[src/sv/svalloc_pkg.sv]
// shared types, constants and codes for the synth voice allocator
`timescale 1ns / 1ps

package svalloc_pkg;

   localparam int MAX_VOICES_DEF = 18;
   localparam int TIME_BITS_DEF  = 32;

   localparam int REQ_W      = 2;
   localparam int CH_W       = 4;
   localparam int NOTE_W     = 7;
   localparam int KIND_W     = 3;
   localparam int VIDX_OUT_W = 5;
   localparam int ACT_W      = 5;
   localparam int CSR_DATA_W = 32;
   localparam int CSR_ADDR_W = 3;

   localparam int MAX_RESULTS = 18;
   localparam int RCNT_W      = $clog2(MAX_RESULTS + 1);

   localparam logic [NOTE_W-1:0] PERC_LOW   = 7'd35;
   localparam logic [NOTE_W-1:0] PERC_HIGH  = 7'd81;
   localparam logic [CH_W-1:0]   PERC_RESET = 4'd15;
   localparam logic [ACT_W-1:0]  ACT_RESET  = 5'd18;

   typedef enum logic [0:0] {
      REG_PERC   = 1'b0,
      REG_ACTIVE = 1'b1
   } reg_idx_type;

   typedef enum logic [REQ_W-1:0] {
      REQ_NOTE_ON  = 2'd0,
      REQ_NOTE_OFF = 2'd1,
      REQ_TOUCH    = 2'd2,
      REQ_TICK     = 2'd3
   } req_kind_type;

   typedef enum logic [KIND_W-1:0] {
      EV_PRIMARY   = 3'd0,
      EV_SECONDARY = 3'd1,
      EV_RELEASED  = 3'd2,
      EV_STOLEN    = 3'd3,
      EV_TOUCHED   = 3'd4,
      EV_REFUSED   = 3'd5
   } ev_kind_type;

   typedef enum logic [2:0] {
      ST_IDLE,
      ST_SEARCH,
      ST_STEAL,
      ST_KILL,
      ST_OCCUPY,
      ST_MATCH,
      ST_REFUSE,
      ST_FLUSH
   } state_type;

   typedef enum logic [1:0] {
      TBL_NOP,
      TBL_FREE,
      TBL_OCCUPY,
      TBL_TOUCH
   } tbl_op_type;

   typedef struct packed {
      logic              busy;
      logic [CH_W-1:0]   owner;
      logic [NOTE_W-1:0] key;
      logic              sec;
   } slot_type;

   typedef struct packed {
      tbl_op_type        op;
      logic [CH_W-1:0]   owner;
      logic [NOTE_W-1:0] key;
      logic              sec;
   } tbl_wr_type;

   typedef struct packed {
      logic [CH_W-1:0]   ch;
      logic [NOTE_W-1:0] note;
      logic              touch;
   } eval_ctx_type;

   typedef struct packed {
      logic free;
      logic match;
      logic sec;
      logic older;
   } eval_type;

   typedef struct packed {
      ev_kind_type           kind;
      logic [VIDX_OUT_W-1:0] vidx;
      logic [CH_W-1:0]       ch;
      logic [NOTE_W-1:0]     note;
   } rsp_item_type;

   typedef struct packed {
      logic push;
      logic finish;
   } rb_ctl_type;

   typedef struct packed {
      logic push_ok;
      logic finish_done;
   } rb_stat_type;

endpackage

[src/sv/synth_voice_allocator.sv]
// top level of the synth voice allocator: register port, sequencer, table, result buffer
//
//  channel   ports   handshake            beat
//  request   req_    req_valid/req_ready  one music event
//  response  rsp_    rsp_valid/rsp_ready  one voice event, rsp_last_result on the final one
//  config    csr_    apb write/read       percussion channel, active voice count
//
// one voice table slot is judged per cycle by the shared compare unit unless a beat stalls
// reset clears the whole voice table at once, so no clearing pass follows it
// the request side is ready only between events; a stalled response holds the scan only
// when a second beat is waiting behind the pending one
`timescale 1ns / 1ps

module synth_voice_allocator #(
   parameter int MAX_VOICES = svalloc_pkg::MAX_VOICES_DEF,
   parameter int TIME_BITS  = svalloc_pkg::TIME_BITS_DEF
) (
   input  logic                                clock,
   input  logic                                reset,
   input  logic                                req_valid,
   output logic                                req_ready,
   input  logic [svalloc_pkg::REQ_W-1:0]       req_type,
   input  logic [svalloc_pkg::CH_W-1:0]        req_music_channel,
   input  logic [svalloc_pkg::NOTE_W-1:0]      req_note_number,
   input  logic                                req_double_voice,
   output logic                                rsp_valid,
   input  logic                                rsp_ready,
   output logic [svalloc_pkg::KIND_W-1:0]      rsp_event_kind,
   output logic [svalloc_pkg::VIDX_OUT_W-1:0]  rsp_voice_index,
   output logic [svalloc_pkg::CH_W-1:0]        rsp_voice_channel,
   output logic [svalloc_pkg::NOTE_W-1:0]      rsp_voice_note,
   output logic                                rsp_last_result,
   input  logic                                csr_psel,
   input  logic                                csr_penable,
   input  logic                                csr_pwrite,
   input  logic [svalloc_pkg::CSR_ADDR_W-1:0]  csr_paddr,
   input  logic [svalloc_pkg::CSR_DATA_W-1:0]  csr_pwdata,
   output logic [svalloc_pkg::CSR_DATA_W-1:0]  csr_prdata,
   output logic                                csr_pready
);

   localparam int VIDX_W    = (MAX_VOICES > 1) ? $clog2(MAX_VOICES) : 1;
   localparam int CNT_W     = $clog2(MAX_VOICES + 1);
   localparam int ACT_EXT_W = svalloc_pkg::ACT_W + 1;
   localparam logic [ACT_EXT_W-1:0] MAX_EXT = ACT_EXT_W'(MAX_VOICES);

   logic [svalloc_pkg::CH_W-1:0]  perc_ff, perc_in;
   logic [svalloc_pkg::ACT_W-1:0] active_ff, active_in;
   svalloc_pkg::reg_idx_type      reg_idx;
   logic                          csr_wr;
   logic [ACT_EXT_W-1:0]          act_ext;
   logic [ACT_EXT_W-1:0]          used_ext;
   logic [CNT_W-1:0]              used_count;

   svalloc_pkg::rb_ctl_type       rb_ctl;
   svalloc_pkg::rb_stat_type      rb_stat;
   svalloc_pkg::rsp_item_type     rb_item;
   svalloc_pkg::rsp_item_type     rsp_item;
   logic [VIDX_W-1:0]             tbl_rd_idx;
   logic [VIDX_W-1:0]             tbl_wr_idx;
   svalloc_pkg::slot_type         tbl_slot;
   logic [TIME_BITS-1:0]          tbl_start;
   svalloc_pkg::tbl_wr_type       tbl_wr_cmd;
   logic [TIME_BITS-1:0]          tbl_wr_start;

   assign csr_pready = 1'b1;
   assign reg_idx    = svalloc_pkg::reg_idx_type'(csr_paddr[2]);
   assign csr_wr     = csr_psel && csr_penable && csr_pwrite && csr_pready;

   always_comb begin
      perc_in    = perc_ff;
      active_in  = active_ff;
      csr_prdata = '0;
      unique case (reg_idx)
         svalloc_pkg::REG_PERC: begin
            csr_prdata = svalloc_pkg::CSR_DATA_W'(perc_ff);
            if (csr_wr) begin
               perc_in = csr_pwdata[svalloc_pkg::CH_W-1:0];
            end
         end
         svalloc_pkg::REG_ACTIVE: begin
            csr_prdata = svalloc_pkg::CSR_DATA_W'(active_ff);
            if (csr_wr) begin
               active_in = csr_pwdata[svalloc_pkg::ACT_W-1:0];
            end
         end
      endcase
   end

   always_ff @(posedge clock) begin
      if (reset) begin
         perc_ff   <= svalloc_pkg::PERC_RESET;
         active_ff <= svalloc_pkg::ACT_RESET;
      end else begin
         perc_ff   <= perc_in;
         active_ff <= active_in;
      end
   end

   // active count saturated to one..MAX_VOICES
   assign act_ext    = {1'b0, active_ff};
   assign used_ext   = (act_ext == '0) ? ACT_EXT_W'(1) :
                       (act_ext > MAX_EXT) ? MAX_EXT : act_ext;
   assign used_count = used_ext[CNT_W-1:0];

   svalloc_sequencer #(
      .MAX_VOICES (MAX_VOICES),
      .TIME_BITS  (TIME_BITS)
   ) u_seq (
      .clock             (clock),
      .reset             (reset),
      .req_valid         (req_valid),
      .req_ready         (req_ready),
      .req_type          (req_type),
      .req_music_channel (req_music_channel),
      .req_note_number   (req_note_number),
      .req_double_voice  (req_double_voice),
      .perc_channel      (perc_ff),
      .used_count        (used_count),
      .rb_ctl            (rb_ctl),
      .rb_stat           (rb_stat),
      .rb_item           (rb_item),
      .tbl_rd_idx        (tbl_rd_idx),
      .tbl_slot          (tbl_slot),
      .tbl_start         (tbl_start),
      .tbl_wr_idx        (tbl_wr_idx),
      .tbl_wr_cmd        (tbl_wr_cmd),
      .tbl_wr_start      (tbl_wr_start)
   );

   svalloc_voice_table #(
      .MAX_VOICES (MAX_VOICES),
      .TIME_BITS  (TIME_BITS)
   ) u_table (
      .clock    (clock),
      .reset    (reset),
      .rd_idx   (tbl_rd_idx),
      .rd_slot  (tbl_slot),
      .rd_start (tbl_start),
      .wr_idx   (tbl_wr_idx),
      .wr_cmd   (tbl_wr_cmd),
      .wr_start (tbl_wr_start)
   );

   svalloc_result_buf u_rbuf (
      .clock     (clock),
      .reset     (reset),
      .ctl       (rb_ctl),
      .item      (rb_item),
      .stat      (rb_stat),
      .rsp_valid (rsp_valid),
      .rsp_ready (rsp_ready),
      .rsp_item  (rsp_item),
      .rsp_last  (rsp_last_result)
   );

   assign rsp_event_kind    = rsp_item.kind;
   assign rsp_voice_index   = rsp_item.vidx;
   assign rsp_voice_channel = rsp_item.ch;
   assign rsp_voice_note    = rsp_item.note;

endmodule

[src/sv/svalloc_voice_table.sv]
// voice table: per-voice busy, owner, key, secondary mark and start time
`timescale 1ns / 1ps

module svalloc_voice_table #(
   parameter int MAX_VOICES = svalloc_pkg::MAX_VOICES_DEF,
   parameter int TIME_BITS  = svalloc_pkg::TIME_BITS_DEF
) (
   input  logic                                             clock,
   input  logic                                             reset,
   input  logic [((MAX_VOICES > 1) ? $clog2(MAX_VOICES) : 1)-1:0] rd_idx,
   output svalloc_pkg::slot_type                            rd_slot,
   output logic [TIME_BITS-1:0]                             rd_start,
   input  logic [((MAX_VOICES > 1) ? $clog2(MAX_VOICES) : 1)-1:0] wr_idx,
   input  svalloc_pkg::tbl_wr_type                          wr_cmd,
   input  logic [TIME_BITS-1:0]                             wr_start
);

   logic                           busy_ff  [MAX_VOICES];
   logic [svalloc_pkg::CH_W-1:0]   owner_ff [MAX_VOICES];
   logic [svalloc_pkg::NOTE_W-1:0] key_ff   [MAX_VOICES];
   logic                           sec_ff   [MAX_VOICES];
   logic [TIME_BITS-1:0]           start_ff [MAX_VOICES];

   always_comb begin
      rd_slot.busy  = busy_ff[rd_idx];
      rd_slot.owner = owner_ff[rd_idx];
      rd_slot.key   = key_ff[rd_idx];
      rd_slot.sec   = sec_ff[rd_idx];
      rd_start      = start_ff[rd_idx];
   end

   always_ff @(posedge clock) begin
      if (reset) begin
         for (int i = 0; i < MAX_VOICES; i++) begin
            busy_ff[i]  <= 1'b0;
            owner_ff[i] <= '0;
            key_ff[i]   <= '0;
            sec_ff[i]   <= 1'b0;
            start_ff[i] <= '0;
         end
      end else begin
         unique case (wr_cmd.op)
            svalloc_pkg::TBL_NOP: begin
            end
            svalloc_pkg::TBL_FREE: begin
               busy_ff[wr_idx] <= 1'b0;
            end
            svalloc_pkg::TBL_OCCUPY: begin
               busy_ff[wr_idx]  <= 1'b1;
               owner_ff[wr_idx] <= wr_cmd.owner;
               key_ff[wr_idx]   <= wr_cmd.key;
               sec_ff[wr_idx]   <= wr_cmd.sec;
               start_ff[wr_idx] <= wr_start;
            end
            svalloc_pkg::TBL_TOUCH: begin
               start_ff[wr_idx] <= wr_start;
            end
         endcase
      end
   end

endmodule

[src/sv/svalloc_slot_eval.sv]
// shared compare unit: judges one voice slot against the current event
`timescale 1ns / 1ps

module svalloc_slot_eval #(
   parameter int TIME_BITS = svalloc_pkg::TIME_BITS_DEF
) (
   input  svalloc_pkg::slot_type     slot,
   input  logic [TIME_BITS-1:0]      start,
   input  svalloc_pkg::eval_ctx_type ctx,
   input  logic [TIME_BITS-1:0]      ref_time,
   output svalloc_pkg::eval_type     flags
);

   always_comb begin
      flags.free  = !slot.busy;
      // touch matches on channel alone, note off also needs the key
      flags.match = slot.busy && (slot.owner == ctx.ch) &&
                    (ctx.touch || (slot.key == ctx.note));
      flags.sec   = slot.sec;
      flags.older = (start < ref_time);
   end

endmodule

[src/sv/svalloc_result_buf.sv]
// result buffer: one pending beat plus the output register, marks the last beat
`timescale 1ns / 1ps

module svalloc_result_buf (
   input  logic                      clock,
   input  logic                      reset,
   input  svalloc_pkg::rb_ctl_type   ctl,
   input  svalloc_pkg::rsp_item_type item,
   output svalloc_pkg::rb_stat_type  stat,
   output logic                      rsp_valid,
   input  logic                      rsp_ready,
   output svalloc_pkg::rsp_item_type rsp_item,
   output logic                      rsp_last
);

   logic                           rsp_valid_ff, rsp_valid_in;
   svalloc_pkg::rsp_item_type      out_item_ff, out_item_in;
   logic                           out_last_ff, out_last_in;
   logic                           pend_valid_ff, pend_valid_in;
   svalloc_pkg::rsp_item_type      pend_item_ff, pend_item_in;
   logic [svalloc_pkg::RCNT_W-1:0] cnt_ff, cnt_in;
   logic                           out_free;
   logic                           capped;

   assign out_free = !rsp_valid_ff || rsp_ready;
   assign capped   = (cnt_ff >= svalloc_pkg::RCNT_W'(svalloc_pkg::MAX_RESULTS));

   always_comb begin
      stat.push_ok     = capped || !pend_valid_ff || out_free;
      stat.finish_done = !pend_valid_ff || out_free;
   end

   always_comb begin
      rsp_valid_in  = rsp_valid_ff && !rsp_ready;
      out_item_in   = out_item_ff;
      out_last_in   = out_last_ff;
      pend_valid_in = pend_valid_ff;
      pend_item_in  = pend_item_ff;
      cnt_in        = cnt_ff;
      // beats past the cap are dropped, the pending one keeps the last mark
      if (ctl.push && stat.push_ok && !capped) begin
         if (pend_valid_ff) begin
            rsp_valid_in = 1'b1;
            out_item_in  = pend_item_ff;
            out_last_in  = 1'b0;
         end
         pend_valid_in = 1'b1;
         pend_item_in  = item;
         cnt_in        = cnt_ff + 1'b1;
      end
      if (ctl.finish && stat.finish_done) begin
         if (pend_valid_ff) begin
            rsp_valid_in = 1'b1;
            out_item_in  = pend_item_ff;
            out_last_in  = 1'b1;
         end
         pend_valid_in = 1'b0;
         cnt_in        = '0;
      end
   end

   always_ff @(posedge clock) begin
      if (reset) begin
         rsp_valid_ff  <= 1'b0;
         pend_valid_ff <= 1'b0;
         cnt_ff        <= '0;
      end else begin
         rsp_valid_ff  <= rsp_valid_in;
         pend_valid_ff <= pend_valid_in;
         cnt_ff        <= cnt_in;
      end
   end

   always_ff @(posedge clock) begin
      out_item_ff  <= out_item_in;
      out_last_ff  <= out_last_in;
      pend_item_ff <= pend_item_in;
   end

   assign rsp_valid = rsp_valid_ff;
   assign rsp_item  = out_item_ff;
   assign rsp_last  = out_last_ff;

endmodule

[src/sv/svalloc_sequencer.sv]
// sequencer: walks the voice table one slot a cycle through the shared compare unit, unless a beat is stalled
`timescale 1ns / 1ps

module svalloc_sequencer #(
   parameter int MAX_VOICES = svalloc_pkg::MAX_VOICES_DEF,
   parameter int TIME_BITS  = svalloc_pkg::TIME_BITS_DEF
) (
   input  logic                                   clock,
   input  logic                                   reset,
   input  logic                                   req_valid,
   output logic                                   req_ready,
   input  logic [svalloc_pkg::REQ_W-1:0]          req_type,
   input  logic [svalloc_pkg::CH_W-1:0]           req_music_channel,
   input  logic [svalloc_pkg::NOTE_W-1:0]         req_note_number,
   input  logic                                   req_double_voice,
   input  logic [svalloc_pkg::CH_W-1:0]           perc_channel,
   input  logic [$clog2(MAX_VOICES + 1)-1:0]      used_count,
   output svalloc_pkg::rb_ctl_type                rb_ctl,
   input  svalloc_pkg::rb_stat_type               rb_stat,
   output svalloc_pkg::rsp_item_type              rb_item,
   output logic [((MAX_VOICES > 1) ? $clog2(MAX_VOICES) : 1)-1:0] tbl_rd_idx,
   input  svalloc_pkg::slot_type                  tbl_slot,
   input  logic [TIME_BITS-1:0]                   tbl_start,
   output logic [((MAX_VOICES > 1) ? $clog2(MAX_VOICES) : 1)-1:0] tbl_wr_idx,
   output svalloc_pkg::tbl_wr_type                tbl_wr_cmd,
   output logic [TIME_BITS-1:0]                   tbl_wr_start
);

   localparam int VIDX_W = (MAX_VOICES > 1) ? $clog2(MAX_VOICES) : 1;
   localparam int CNT_W  = $clog2(MAX_VOICES + 1);

   svalloc_pkg::state_type         state_ff, state_in;
   logic [VIDX_W-1:0]              idx_ff, idx_in;
   logic [CNT_W-1:0]               cnt_ff, cnt_in;
   logic [VIDX_W-1:0]              rover_ff, rover_in;
   logic [TIME_BITS-1:0]           now_ff, now_in;
   logic                           sec_phase_ff, sec_phase_in;
   svalloc_pkg::req_kind_type      rtype_ff, rtype_in;
   logic [svalloc_pkg::CH_W-1:0]   ch_ff, ch_in;
   logic [svalloc_pkg::NOTE_W-1:0] note_ff, note_in;
   logic                           dbl_ff, dbl_in;
   logic                           perc_ff, perc_in;
   logic [TIME_BITS-1:0]           oldest_ff, oldest_in;
   logic                           found_ff, found_in;
   logic [VIDX_W-1:0]              victim_ff, victim_in;

   svalloc_pkg::req_kind_type      req_kind;
   svalloc_pkg::eval_ctx_type      ctx;
   svalloc_pkg::eval_type          ev;
   logic                           accept;
   logic                           perc_req;
   logic                           perc_bad;
   logic [CNT_W-1:0]               idx_plus;
   logic [VIDX_W-1:0]              idx_next;
   logic                           idx_last;
   logic                           search_last;
   logic [VIDX_W-1:0]              rover_norm;
   logic                           found_next;
   logic                           hold;

   assign req_kind    = svalloc_pkg::req_kind_type'(req_type);
   assign req_ready   = (state_ff == svalloc_pkg::ST_IDLE);
   assign accept      = req_valid && req_ready;
   assign perc_req    = (req_music_channel == perc_channel);
   assign perc_bad    = perc_req && ((req_note_number < svalloc_pkg::PERC_LOW) ||
                                     (req_note_number > svalloc_pkg::PERC_HIGH));
   assign idx_plus    = CNT_W'(idx_ff) + 1'b1;
   assign idx_last    = (idx_plus >= used_count);
   assign idx_next    = idx_last ? '0 : idx_plus[VIDX_W-1:0];
   assign search_last = ((cnt_ff + 1'b1) >= used_count);
   assign rover_norm  = (CNT_W'(rover_ff) >= used_count) ? '0 : rover_ff;
   assign found_next  = found_ff || ev.older;

   always_comb begin
      ctx.ch    = ch_ff;
      ctx.note  = note_ff;
      ctx.touch = (rtype_ff == svalloc_pkg::REQ_TOUCH);
   end

   svalloc_slot_eval #(
      .TIME_BITS (TIME_BITS)
   ) u_eval (
      .slot     (tbl_slot),
      .start    (tbl_start),
      .ctx      (ctx),
      .ref_time (oldest_ff),
      .flags    (ev)
   );

   assign tbl_rd_idx   = idx_ff;
   assign tbl_wr_idx   = idx_ff;
   assign tbl_wr_start = now_ff;

   // result beats toward the buffer
   always_comb begin
      rb_ctl       = '0;
      rb_item.kind = svalloc_pkg::EV_REFUSED;
      rb_item.vidx = svalloc_pkg::VIDX_OUT_W'(idx_ff);
      rb_item.ch   = tbl_slot.owner;
      rb_item.note = tbl_slot.key;
      unique case (state_ff)
         svalloc_pkg::ST_STEAL: begin
            if (ev.sec) begin
               rb_ctl.push  = 1'b1;
               rb_item.kind = svalloc_pkg::EV_STOLEN;
            end
         end
         svalloc_pkg::ST_KILL: begin
            rb_ctl.push  = 1'b1;
            rb_item.kind = svalloc_pkg::EV_STOLEN;
         end
         svalloc_pkg::ST_OCCUPY: begin
            rb_ctl.push  = 1'b1;
            rb_item.kind = sec_phase_ff ? svalloc_pkg::EV_SECONDARY : svalloc_pkg::EV_PRIMARY;
            rb_item.ch   = ch_ff;
            rb_item.note = note_ff;
         end
         svalloc_pkg::ST_MATCH: begin
            if (ev.match) begin
               rb_ctl.push  = 1'b1;
               rb_item.kind = ctx.touch ? svalloc_pkg::EV_TOUCHED : svalloc_pkg::EV_RELEASED;
            end
         end
         svalloc_pkg::ST_REFUSE: begin
            rb_ctl.push  = 1'b1;
            rb_item.vidx = '0;
            rb_item.ch   = ch_ff;
            rb_item.note = note_ff;
         end
         svalloc_pkg::ST_FLUSH: begin
            rb_ctl.finish = 1'b1;
         end
         default: begin
         end
      endcase
   end

   assign hold = rb_ctl.push && !rb_stat.push_ok;

   // datapath and table writes, frozen while a beat cannot be taken
   always_comb begin
      idx_in       = idx_ff;
      cnt_in       = cnt_ff;
      rover_in     = rover_ff;
      now_in       = now_ff;
      sec_phase_in = sec_phase_ff;
      rtype_in     = rtype_ff;
      ch_in        = ch_ff;
      note_in      = note_ff;
      dbl_in       = dbl_ff;
      perc_in      = perc_ff;
      oldest_in    = oldest_ff;
      found_in     = found_ff;
      victim_in    = victim_ff;
      tbl_wr_cmd.op    = svalloc_pkg::TBL_NOP;
      tbl_wr_cmd.owner = ch_ff;
      tbl_wr_cmd.key   = note_ff;
      tbl_wr_cmd.sec   = sec_phase_ff;
      unique case (state_ff)
         svalloc_pkg::ST_IDLE: begin
            if (accept) begin
               rtype_in     = req_kind;
               ch_in        = req_music_channel;
               note_in      = req_note_number;
               dbl_in       = req_double_voice;
               perc_in      = perc_req;
               sec_phase_in = 1'b0;
               cnt_in       = '0;
               idx_in       = (req_kind == svalloc_pkg::REQ_NOTE_ON) ? rover_norm : '0;
               if (req_kind == svalloc_pkg::REQ_TICK) begin
                  now_in = now_ff + TIME_BITS'(1);
               end
            end
         end
         svalloc_pkg::ST_SEARCH: begin
            rover_in = idx_next;
            if (!ev.free) begin
               idx_in = idx_next;
               cnt_in = cnt_ff + 1'b1;
               if (search_last) begin
                  // no free voice: prepare the steal scan from voice zero
                  idx_in    = '0;
                  oldest_in = now_ff;
                  found_in  = 1'b0;
               end
            end
         end
         svalloc_pkg::ST_STEAL: begin
            if (ev.sec) begin
               if (!hold) begin
                  tbl_wr_cmd.op = svalloc_pkg::TBL_FREE;
               end
            end else begin
               if (ev.older) begin
                  oldest_in = tbl_start;
                  victim_in = idx_ff;
                  found_in  = 1'b1;
               end
               if (!idx_last) begin
                  idx_in = idx_ff + 1'b1;
               end else if (found_next && !perc_ff) begin
                  idx_in = ev.older ? idx_ff : victim_ff;
               end
            end
         end
         svalloc_pkg::ST_KILL: begin
            if (!hold) begin
               tbl_wr_cmd.op = svalloc_pkg::TBL_FREE;
            end
         end
         svalloc_pkg::ST_OCCUPY: begin
            if (!hold) begin
               tbl_wr_cmd.op = svalloc_pkg::TBL_OCCUPY;
               if (!sec_phase_ff && dbl_ff) begin
                  sec_phase_in = 1'b1;
                  idx_in       = rover_ff;
                  cnt_in       = '0;
               end
            end
         end
         svalloc_pkg::ST_MATCH: begin
            if (!hold) begin
               if (ev.match) begin
                  tbl_wr_cmd.op = ctx.touch ? svalloc_pkg::TBL_TOUCH : svalloc_pkg::TBL_FREE;
               end
               if (!idx_last) begin
                  idx_in = idx_ff + 1'b1;
               end
            end
         end
         default: begin
         end
      endcase
   end

   always_comb begin
      state_in = state_ff;
      unique case (state_ff)
         svalloc_pkg::ST_IDLE: begin
            if (accept) begin
               unique case (req_kind)
                  svalloc_pkg::REQ_NOTE_ON:
                     state_in = perc_bad ? svalloc_pkg::ST_REFUSE : svalloc_pkg::ST_SEARCH;
                  svalloc_pkg::REQ_NOTE_OFF, svalloc_pkg::REQ_TOUCH:
                     state_in = svalloc_pkg::ST_MATCH;
                  svalloc_pkg::REQ_TICK:
                     state_in = svalloc_pkg::ST_FLUSH;
               endcase
            end
         end
         svalloc_pkg::ST_SEARCH: begin
            if (ev.free) begin
               state_in = svalloc_pkg::ST_OCCUPY;
            end else if (search_last) begin
               state_in = sec_phase_ff ? svalloc_pkg::ST_FLUSH : svalloc_pkg::ST_STEAL;
            end
         end
         svalloc_pkg::ST_STEAL: begin
            if (ev.sec) begin
               if (!hold) begin
                  state_in = svalloc_pkg::ST_OCCUPY;
               end
            end else if (idx_last) begin
               state_in = (found_next && !perc_ff) ? svalloc_pkg::ST_KILL
                                                   : svalloc_pkg::ST_REFUSE;
            end
         end
         svalloc_pkg::ST_KILL: begin
            if (!hold) begin
               state_in = svalloc_pkg::ST_OCCUPY;
            end
         end
         svalloc_pkg::ST_OCCUPY: begin
            if (!hold) begin
               state_in = (!sec_phase_ff && dbl_ff) ? svalloc_pkg::ST_SEARCH
                                                    : svalloc_pkg::ST_FLUSH;
            end
         end
         svalloc_pkg::ST_MATCH: begin
            if (!hold && idx_last) begin
               state_in = svalloc_pkg::ST_FLUSH;
            end
         end
         svalloc_pkg::ST_REFUSE: begin
            if (!hold) begin
               state_in = svalloc_pkg::ST_FLUSH;
            end
         end
         svalloc_pkg::ST_FLUSH: begin
            if (rb_stat.finish_done) begin
               state_in = svalloc_pkg::ST_IDLE;
            end
         end
      endcase
   end

   always_ff @(posedge clock) begin
      if (reset) begin
         state_ff <= svalloc_pkg::ST_IDLE;
         rover_ff <= '0;
         now_ff   <= '0;
      end else begin
         state_ff <= state_in;
         rover_ff <= rover_in;
         now_ff   <= now_in;
      end
   end

   always_ff @(posedge clock) begin
      idx_ff       <= idx_in;
      cnt_ff       <= cnt_in;
      sec_phase_ff <= sec_phase_in;
      rtype_ff     <= rtype_in;
      ch_ff        <= ch_in;
      note_ff      <= note_in;
      dbl_ff       <= dbl_in;
      perc_ff      <= perc_in;
      oldest_ff    <= oldest_in;
      found_ff     <= found_in;
      victim_ff    <= victim_in;
   end

`ifndef ASSERT_OFF
   a_accept_leaves_idle: assert property (@(posedge clock) disable iff (reset)
      accept |=> (state_ff != svalloc_pkg::ST_IDLE))
      else $error("accepted beat did not start a sequence");

   a_stall_freezes_state: assert property (@(posedge clock) disable iff (reset)
      hold |=> ($stable(state_ff) && $stable(idx_ff)))
      else $error("sequencer moved while a result beat was stalled");

   a_write_only_when_taken: assert property (@(posedge clock) disable iff (reset)
      (tbl_wr_cmd.op != svalloc_pkg::TBL_NOP) |-> !hold)
      else $error("table written while its result beat was stalled");

   a_scan_index_in_range: assert property (@(posedge clock) disable iff (reset)
      ((state_ff == svalloc_pkg::ST_STEAL) || (state_ff == svalloc_pkg::ST_KILL) ||
       (state_ff == svalloc_pkg::ST_OCCUPY) || (state_ff == svalloc_pkg::ST_MATCH))
      |-> (CNT_W'(idx_ff) < used_count))
      else $error("voice index beyond active voice count");
`endif

endmodule
[config.mk]
export PLATFORM = sky130hd
export DESIGN_NAME = synth_voice_allocator
export DESIGN_NICKNAME = d
export VERILOG_FILES = /design/src/sv/svalloc_pkg.sv /design/src/sv/synth_voice_allocator.sv /design/src/sv/svalloc_voice_table.sv /design/src/sv/svalloc_slot_eval.sv /design/src/sv/svalloc_result_buf.sv /design/src/sv/svalloc_sequencer.sv
export SDC_FILE = /design/constraint.sdc
export NUM_CORES = 2
export LEC_CHECK = 0
export ABC_AREA = 1
export BUFFER_PORTS_ARGS = -buffer_cell sky130_fd_sc_hd__buf_2
export CAP_MARGIN = 20
export CORE_ASPECT_RATIO = 0.6
export CORE_MARGIN = 5
export CORE_UTILIZATION = 40
export DETAILED_ROUTE_END_ITERATION = 10
export SLEW_MARGIN = 5
export SYNTH_ARGS = -nofsm -noshare
export SYNTH_HDL_FRONTEND = slang
export SYNTH_HIERARCHICAL = 1
export SYNTH_SLANG_ARGS = --single-unit
[constraint.sdc]
create_clock -name clock -period 11.5 [get_ports clock]
set_clock_uncertainty 0.1 [all_clocks]
set_input_delay 1.725 -clock clock [delete_from_list [all_inputs] [get_ports clock]]
set_output_delay 1.725 -clock clock [all_outputs]
set_load 0.02 [all_outputs]
Word-level counts from Yosys, hierarchy flattened
Memory sizes are Yosys's and may differ from the RTL's. A register that Yosys moved wholly into a read port is not among the register bits.
Index checks and enable logic that the tools add are counted.

storage, ports and cells
  input bits = 56
  register bits = 159
  memory bits (writable) = 810
  memories kept = 5

operators by class
  mux-type cells = 115
  order comparisons = 8
  add/sub/neg operators = 4
  bitwise operators = 4
  eq/ne operators = 32
  reductions and logical operators = 55

memories
  memory            words  width  read ports  clocked after Yosys merged registers in  wr ports  line                       text
  u_table.start_ff  18     32     1           1                                        18        svalloc_voice_table.sv:22  logic [TIME_BITS-1:0] start_ff [MAX_VOICES];
  u_table.key_ff    18     7      1           1                                        18        svalloc_voice_table.sv:20  logic [svalloc_pkg::NOTE_W-1:0] key_ff [MAX_VOICES];
  u_table.owner_ff  18     4      1           1                                        18        svalloc_voice_table.sv:19  logic [svalloc_pkg::CH_W-1:0] owner_ff [MAX_VOICES];
  u_table.busy_ff   18     1      1           1                                        18        svalloc_voice_table.sv:18  logic busy_ff [MAX_VOICES];
  u_table.sec_ff    18     1      1           1                                        18        svalloc_voice_table.sv:21  logic sec_ff [MAX_VOICES];

operator list
  operator                                                count
  2-to-1 mux 32 bit                                       6
  2-to-1 mux 5 bit                                        30
  case mux 32 bit (2 select lines)                        2
  2-to-1 mux 19 bit                                       4
  2-to-1 mux 3 bit                                        17
  2-to-1 mux 1 bit                                        39
  adder 32 x 1 -> 32 bit (second input constant)          1
  less-than comparator 32 bit                             1
  OR reduction 32 bit                                     1
  case mux 5 bit (5 select lines)                         1
  case mux 3 bit (8 select lines)                         1
  adder 5 x 1 -> 5 bit (second input constant)            3
  >= comparator 5 bit                                     3
  case mux 5 bit (3 select lines)                         1
  logical AND 1 bit                                       14
  inequality test 2 bit (second input constant)           7
  equality test 3 bit (second input constant)             4
  case mux 3 bit (4 select lines)                         1
  2-to-1 mux 11 bit                                       1
  equality test 2 bit (second input constant)             5
  2-to-1 mux 2 bit                                        5
  inequality test 2 x 1 -> 1 bit (second input constant)  5
  AND reduction 5 bit                                     2
  case mux 3 bit (3 select lines)                         1
  other kinds (36)                                        63

Depth between registers and ports, before layout
  depth after elaboration = 16
  gate-level depth with buffers = 35

Modules after synthesis
The synthesis kept the hierarchy.

modules (own cells, without submodules)
  module                 instances  seq. area each (um2)  cells each  area each (um2)
  svalloc_voice_table    1          43241.5               6091        62328.5
  svalloc_sequencer      1          2722.6                777         6105.9
  svalloc_result_buf     1          1311.3                159         1935.6
  svalloc_slot_eval      1          0.0                   151         947.2
  synth_voice_allocator  1          180.2                 109         743.2

Worst setup path before layout
No wires, ideal clock.

  path type = flip-flop to flip-flop
  start = register u_seq.idx_ff[1], in the netlist u_seq/tbl_rd_idx[1]
  end = memory u_table/start_ff[31][0] in the netlist's numbering, enable pin
  stages on the path, launching flop included = 29
  setup slack = 6176 ps
  arrival time = 4803 ps
  period minus slack after synthesis = 5324 ps
  path through = edfxtp_1 buf_2 inv_2 buf_2 clkbuf_1 nand3_1 nand3_1 nand2_1 nand2_1 nand2_1 nand2_1 nand2_1 or2_0 a21oi_1 nand4_1 a21oi_1 nand2_2 o21ai_0 nand2_1 inv_1 inv_2 nor2_2 nand2_2 nand2_2 buf_4 nand2_2 nor2_2 inv_1 nor2_1

RTL lines
  what                    line                       text
  from (decl)             svalloc_sequencer.sv:33    logic [VIDX_W-1:0] idx_ff, idx_in;
  from (signal assigned)  svalloc_sequencer.sv:310   idx_ff <= idx_in;
  to (decl)               svalloc_voice_table.sv:22

==> impl_metrics.yaml <==
power:
  power_leakage_uw: 0.0296
  power.internal_uw: 11400
  p_sw_uw: 7550
  pwr-share-comb_pct: 36.1
  p_sw_share_pct: 39.9
  clkPwrFrac_pct: 26.7
  p_per_area_nw_per_um2: 239
  power_frac_seq_pct: 37.2
  ir_drop_uv: 278
global_routing:
  grt_usage_pct: 23.4
  grt_overflow: 0
  grt_max_degree: 191
  grt_pass1_vias: 48500
  grt_pass1_wl_mm: 332
  antenna_found_initial: 5
clocking:
  cts_inserted_buffers: 159
  clk_path_buf_depth: 4
  clockRootBuffer: "clkbuf_16"
  post_cts_resize_count: 0
  ctsHtreeMaxLevel: 4
  tritoncts: "built"
  clk_pin_slew_ns: 0.06
  holdBufCountCts: 0
  clock_sinks: 1599
  insertion_delay_ns: 0.81
  postCtsSetupBuffers: 0
setup_path:
  r2r_start: "u_seq/tbl_rd_idx[0]"
  endpoint: "u_table/start_ff[10][27]"
  crit_fanout: 172
  critPathArrivalTime_ns: 9.05
  r2r-end: "u_table/start_ff[10][27]"
  r2r_setup_slack_ns: 2.84
  startpoint_type: "flop"
  path_common_cell: "nand2_1"
  slowest_stage: "a22oi_1"
  cp_cell_sequence: "buf_12 > buf_4 > nand2_1 > nand3_1 > nand3_1 > nand2_1 > nand2_1 > nand2_1 > nand2_1 > nand2_1 > xnor2_1 > nand4_1 > a21oi_1 > nand2_2 > a22oi_1 > nor2_2 > nand2_2 > nand2_2 > inv_2 > buf_4 > nor2_1 > inv_1 > nor2_1"
  cp-end-kind: "flop"
  critPathMaxStageDelay_ns: 0.86
  reg2reg_depth: 23
  worstPathRequired_ns: 11.89
  cp-startpoint: "u_seq/tbl_rd_idx[0]"
  crit_type: "reg -> reg"
yosys:
  seq_area_frac_synth_pct: 65.9
  yosys_warnings: 6
  synth_common_cells: "2,420 x nand2_1, 1,543 x edfxtp_1, 1,127 x nand3_1, 945 x nor2_1, 269 x inv_1"
  synth_top_cell_by_area: "edfxtp_1"
  yosysTopAreaCellShare_pct: 64.3
  synth_cells: 7287
  ys_types: 49
  syn_area_um2: 72100
  synth_area_leaders: "edfxtp_1 64%, nand2_1 13%, nand3_1 7.8%"
  synth_edf_count: 1543
  synth_most_common_cell: "nand2_1"
  avgSynthCellArea_um2: 9.89
  ys.flop_type: "edfxtp_1"
  yosys_register_bits: 1599
  synth-async-reset-ratio_pct: 0
floorplan:
  rows: 120
  ioPinCount: 111
  initial_core_util_pct: 40.3
  design.core.area_um2: 179000
  die_w_um: 558
  die_h_um: 339
  die_area_um2: 189000
timing:
  period_needed_ns: 8.66
  rsz0062_at_grt: "no"
  fin_hold_ws_ns: 0.389
  setup_viol: 0
  setup_tns_ns: 0
  slew_viol_final: 0
  post-route-period-util_pct: 75.3
  worstMarginPinSlew_ns: 1.09
  max_freq_ghz: 0.115
  hold_violations: 0
  max_slew_margin_pct: 27.4
route:
  vias_per_cell: 5.52
  first_pass_iters: 8
  wl_mm: 227
  vias: 53200
  routedWlPerCell_um: 23.6
  ant_nets: 0
  drt_iter0_markers: 7699
  drt_drc_violations_left: 0
final_layout:
  design_area_um2: 79200
  num-fill-cells: 16700
  synthToLayoutAreaGrowth_pct: 9.92
  num_antenna_cells: 0
  nets: 7258
  final_layout_size_suffix_gt1_share_pct: 7.24
  final_util_pct: 44.3
placed_design:
  portBuffers: 53
  gp_congestion: 0.904
  placed_cell_area_um2: 74300
  dp_hpwl_mm: 132
status:
  status: "finished clean"
hold_path:
  min_path_type: "reg -> reg"
flow_run:
  drv_cap: 0
[cell families after synthesis]
| kind of cell | after synthesis | share of synthesized area, % |
|---|---|---|
| fa+ha+maj | 51 | 0.886 |
| xor+xnor | 36 | 0.438 |
| buf+inv | 800 | 4.74 |
| other cells | 2 | 0.0104 |
| mux | 11 | 0.172 |
| compound gates | 186 | 1.47 |
| simple gates | 4602 | 26.4 |
| flops | 1599 | 65.9 |
[per-layer routing]
layer,global-route usage (%),share of wire [%]
met1,37.2,45
met2,30.8,39
met3,7.68,14
met4,4.13,1.5
met5,0,0
[worst min path at each step]
stage	from	to	depth (start not counted)	slack, ns
4_1_cts	active_ff[0]	active_ff[0]	2	0.39
5_1_grt	perc_ff[3]	perc_ff[3]	2	0.42
3_5_place_dp	active_ff[0]	active_ff[0]	2	0.38
2_1_floorplan	active_ff[1]	active_ff[1]	2	0.35
3_3_place_gp	active_ff[0]	active_ff[0]	2	0.37
6_report	active_ff[0]	active_ff[0]	2	0.39
[cell usage in the layout (no fill, tap or decap), drive strengths merged]
cell      Yosys  layout
nand2      2431    2431
edfxtp     1543    1543
nand3      1135    1135
nor2        965     965
inv         291     298
clkbuf      244     208
buf         263     182
o21ai        89      89
a21oi        80      80
dfxtp        56      56
ha           51      51
clkinv        2      51
nor3         34      34
nand4        29      29
conb          2      28
xor2         26      26
bufinv        0      11
mux2         11      11
xnor2        10      10
or2           5       5
a22oi         4       4
o31ai         3       3
a31oi         2       2
nor4          2       2
a211oi        2       2
a21boi        1       1
clkinvlp      0       1
a221o         1       1
o2111ai       1       1
o22ai         1       1
and3          1       1
o21a          1       1
o211ai        1       1
[area by class of cell]
class / count / area [µm²] / share of cell area [%]
sequential: 1599 / 47500 / 59.9
multi-input combinational: 4914 / 21500 / 27.1
clock buffer: 206 / 4220 / 5.32
tap: 2379 / 2980 / 3.76
timing repair buffer: 184 / 1360 / 1.72
inverter: 293 / 1130 / 1.43
clock inverter: 68 / 611 / 0.771
[worst max-delay path, delay by kind of cell, from the launching register on]
| family | cells | cell delay [ns] |
|---|---|---|
| buffers and inverters | 5 | 2.82 |
| xor gates and xnor gates | 1 | 0.18 |
| DFF | 1 | 0.76 |
| and+or+nand+nor | 15 | 2.90 |
| AOI/OAI and AO/OA | 2 | 1.22 |
[flip-flops by register name, indices dropped and copies added, names as in the netlist, 7 cells and up, named ones only]
signal and count:
u_table/owner_ff 128, u_seq/oldest_ff 32, u_table/key_ff 224, u_rbuf/pend_item_ff 19, u_seq/tbl_wr_start 32, u_table/busy_ff 32
u_seq/note_ff 7, u_table/start_ff 1024, u_table/sec_ff 32
[power by group through the flow]
| stage | Sequential [µW] | Clock, µW | Combinational (µW) |
|---|---|---|---|
| after global placement | 7140 | 0 | 6560 |
| after CTS | 7030 | 5120 | 6650 |
| after floorplan | 7140 | 0 | 4280 |
| final | 7030 | 5040 | 6830 |
| after detailed placement | 7150 | 0 | 6620 |
| after global routing | 7060 | 5380 | 7410 |
[metrics by stage]
step	setup WS [ns]	power [µW]	cells
CTS	3.13	18800	9635
detailed placement	3.11	13800	9361
finish	2.84	18900	9643
floorplan	6.18	11400	7313
global route	2.62	19800	9643
global placement	3.21	13700	9356
(Power assumes the default switching activity.)
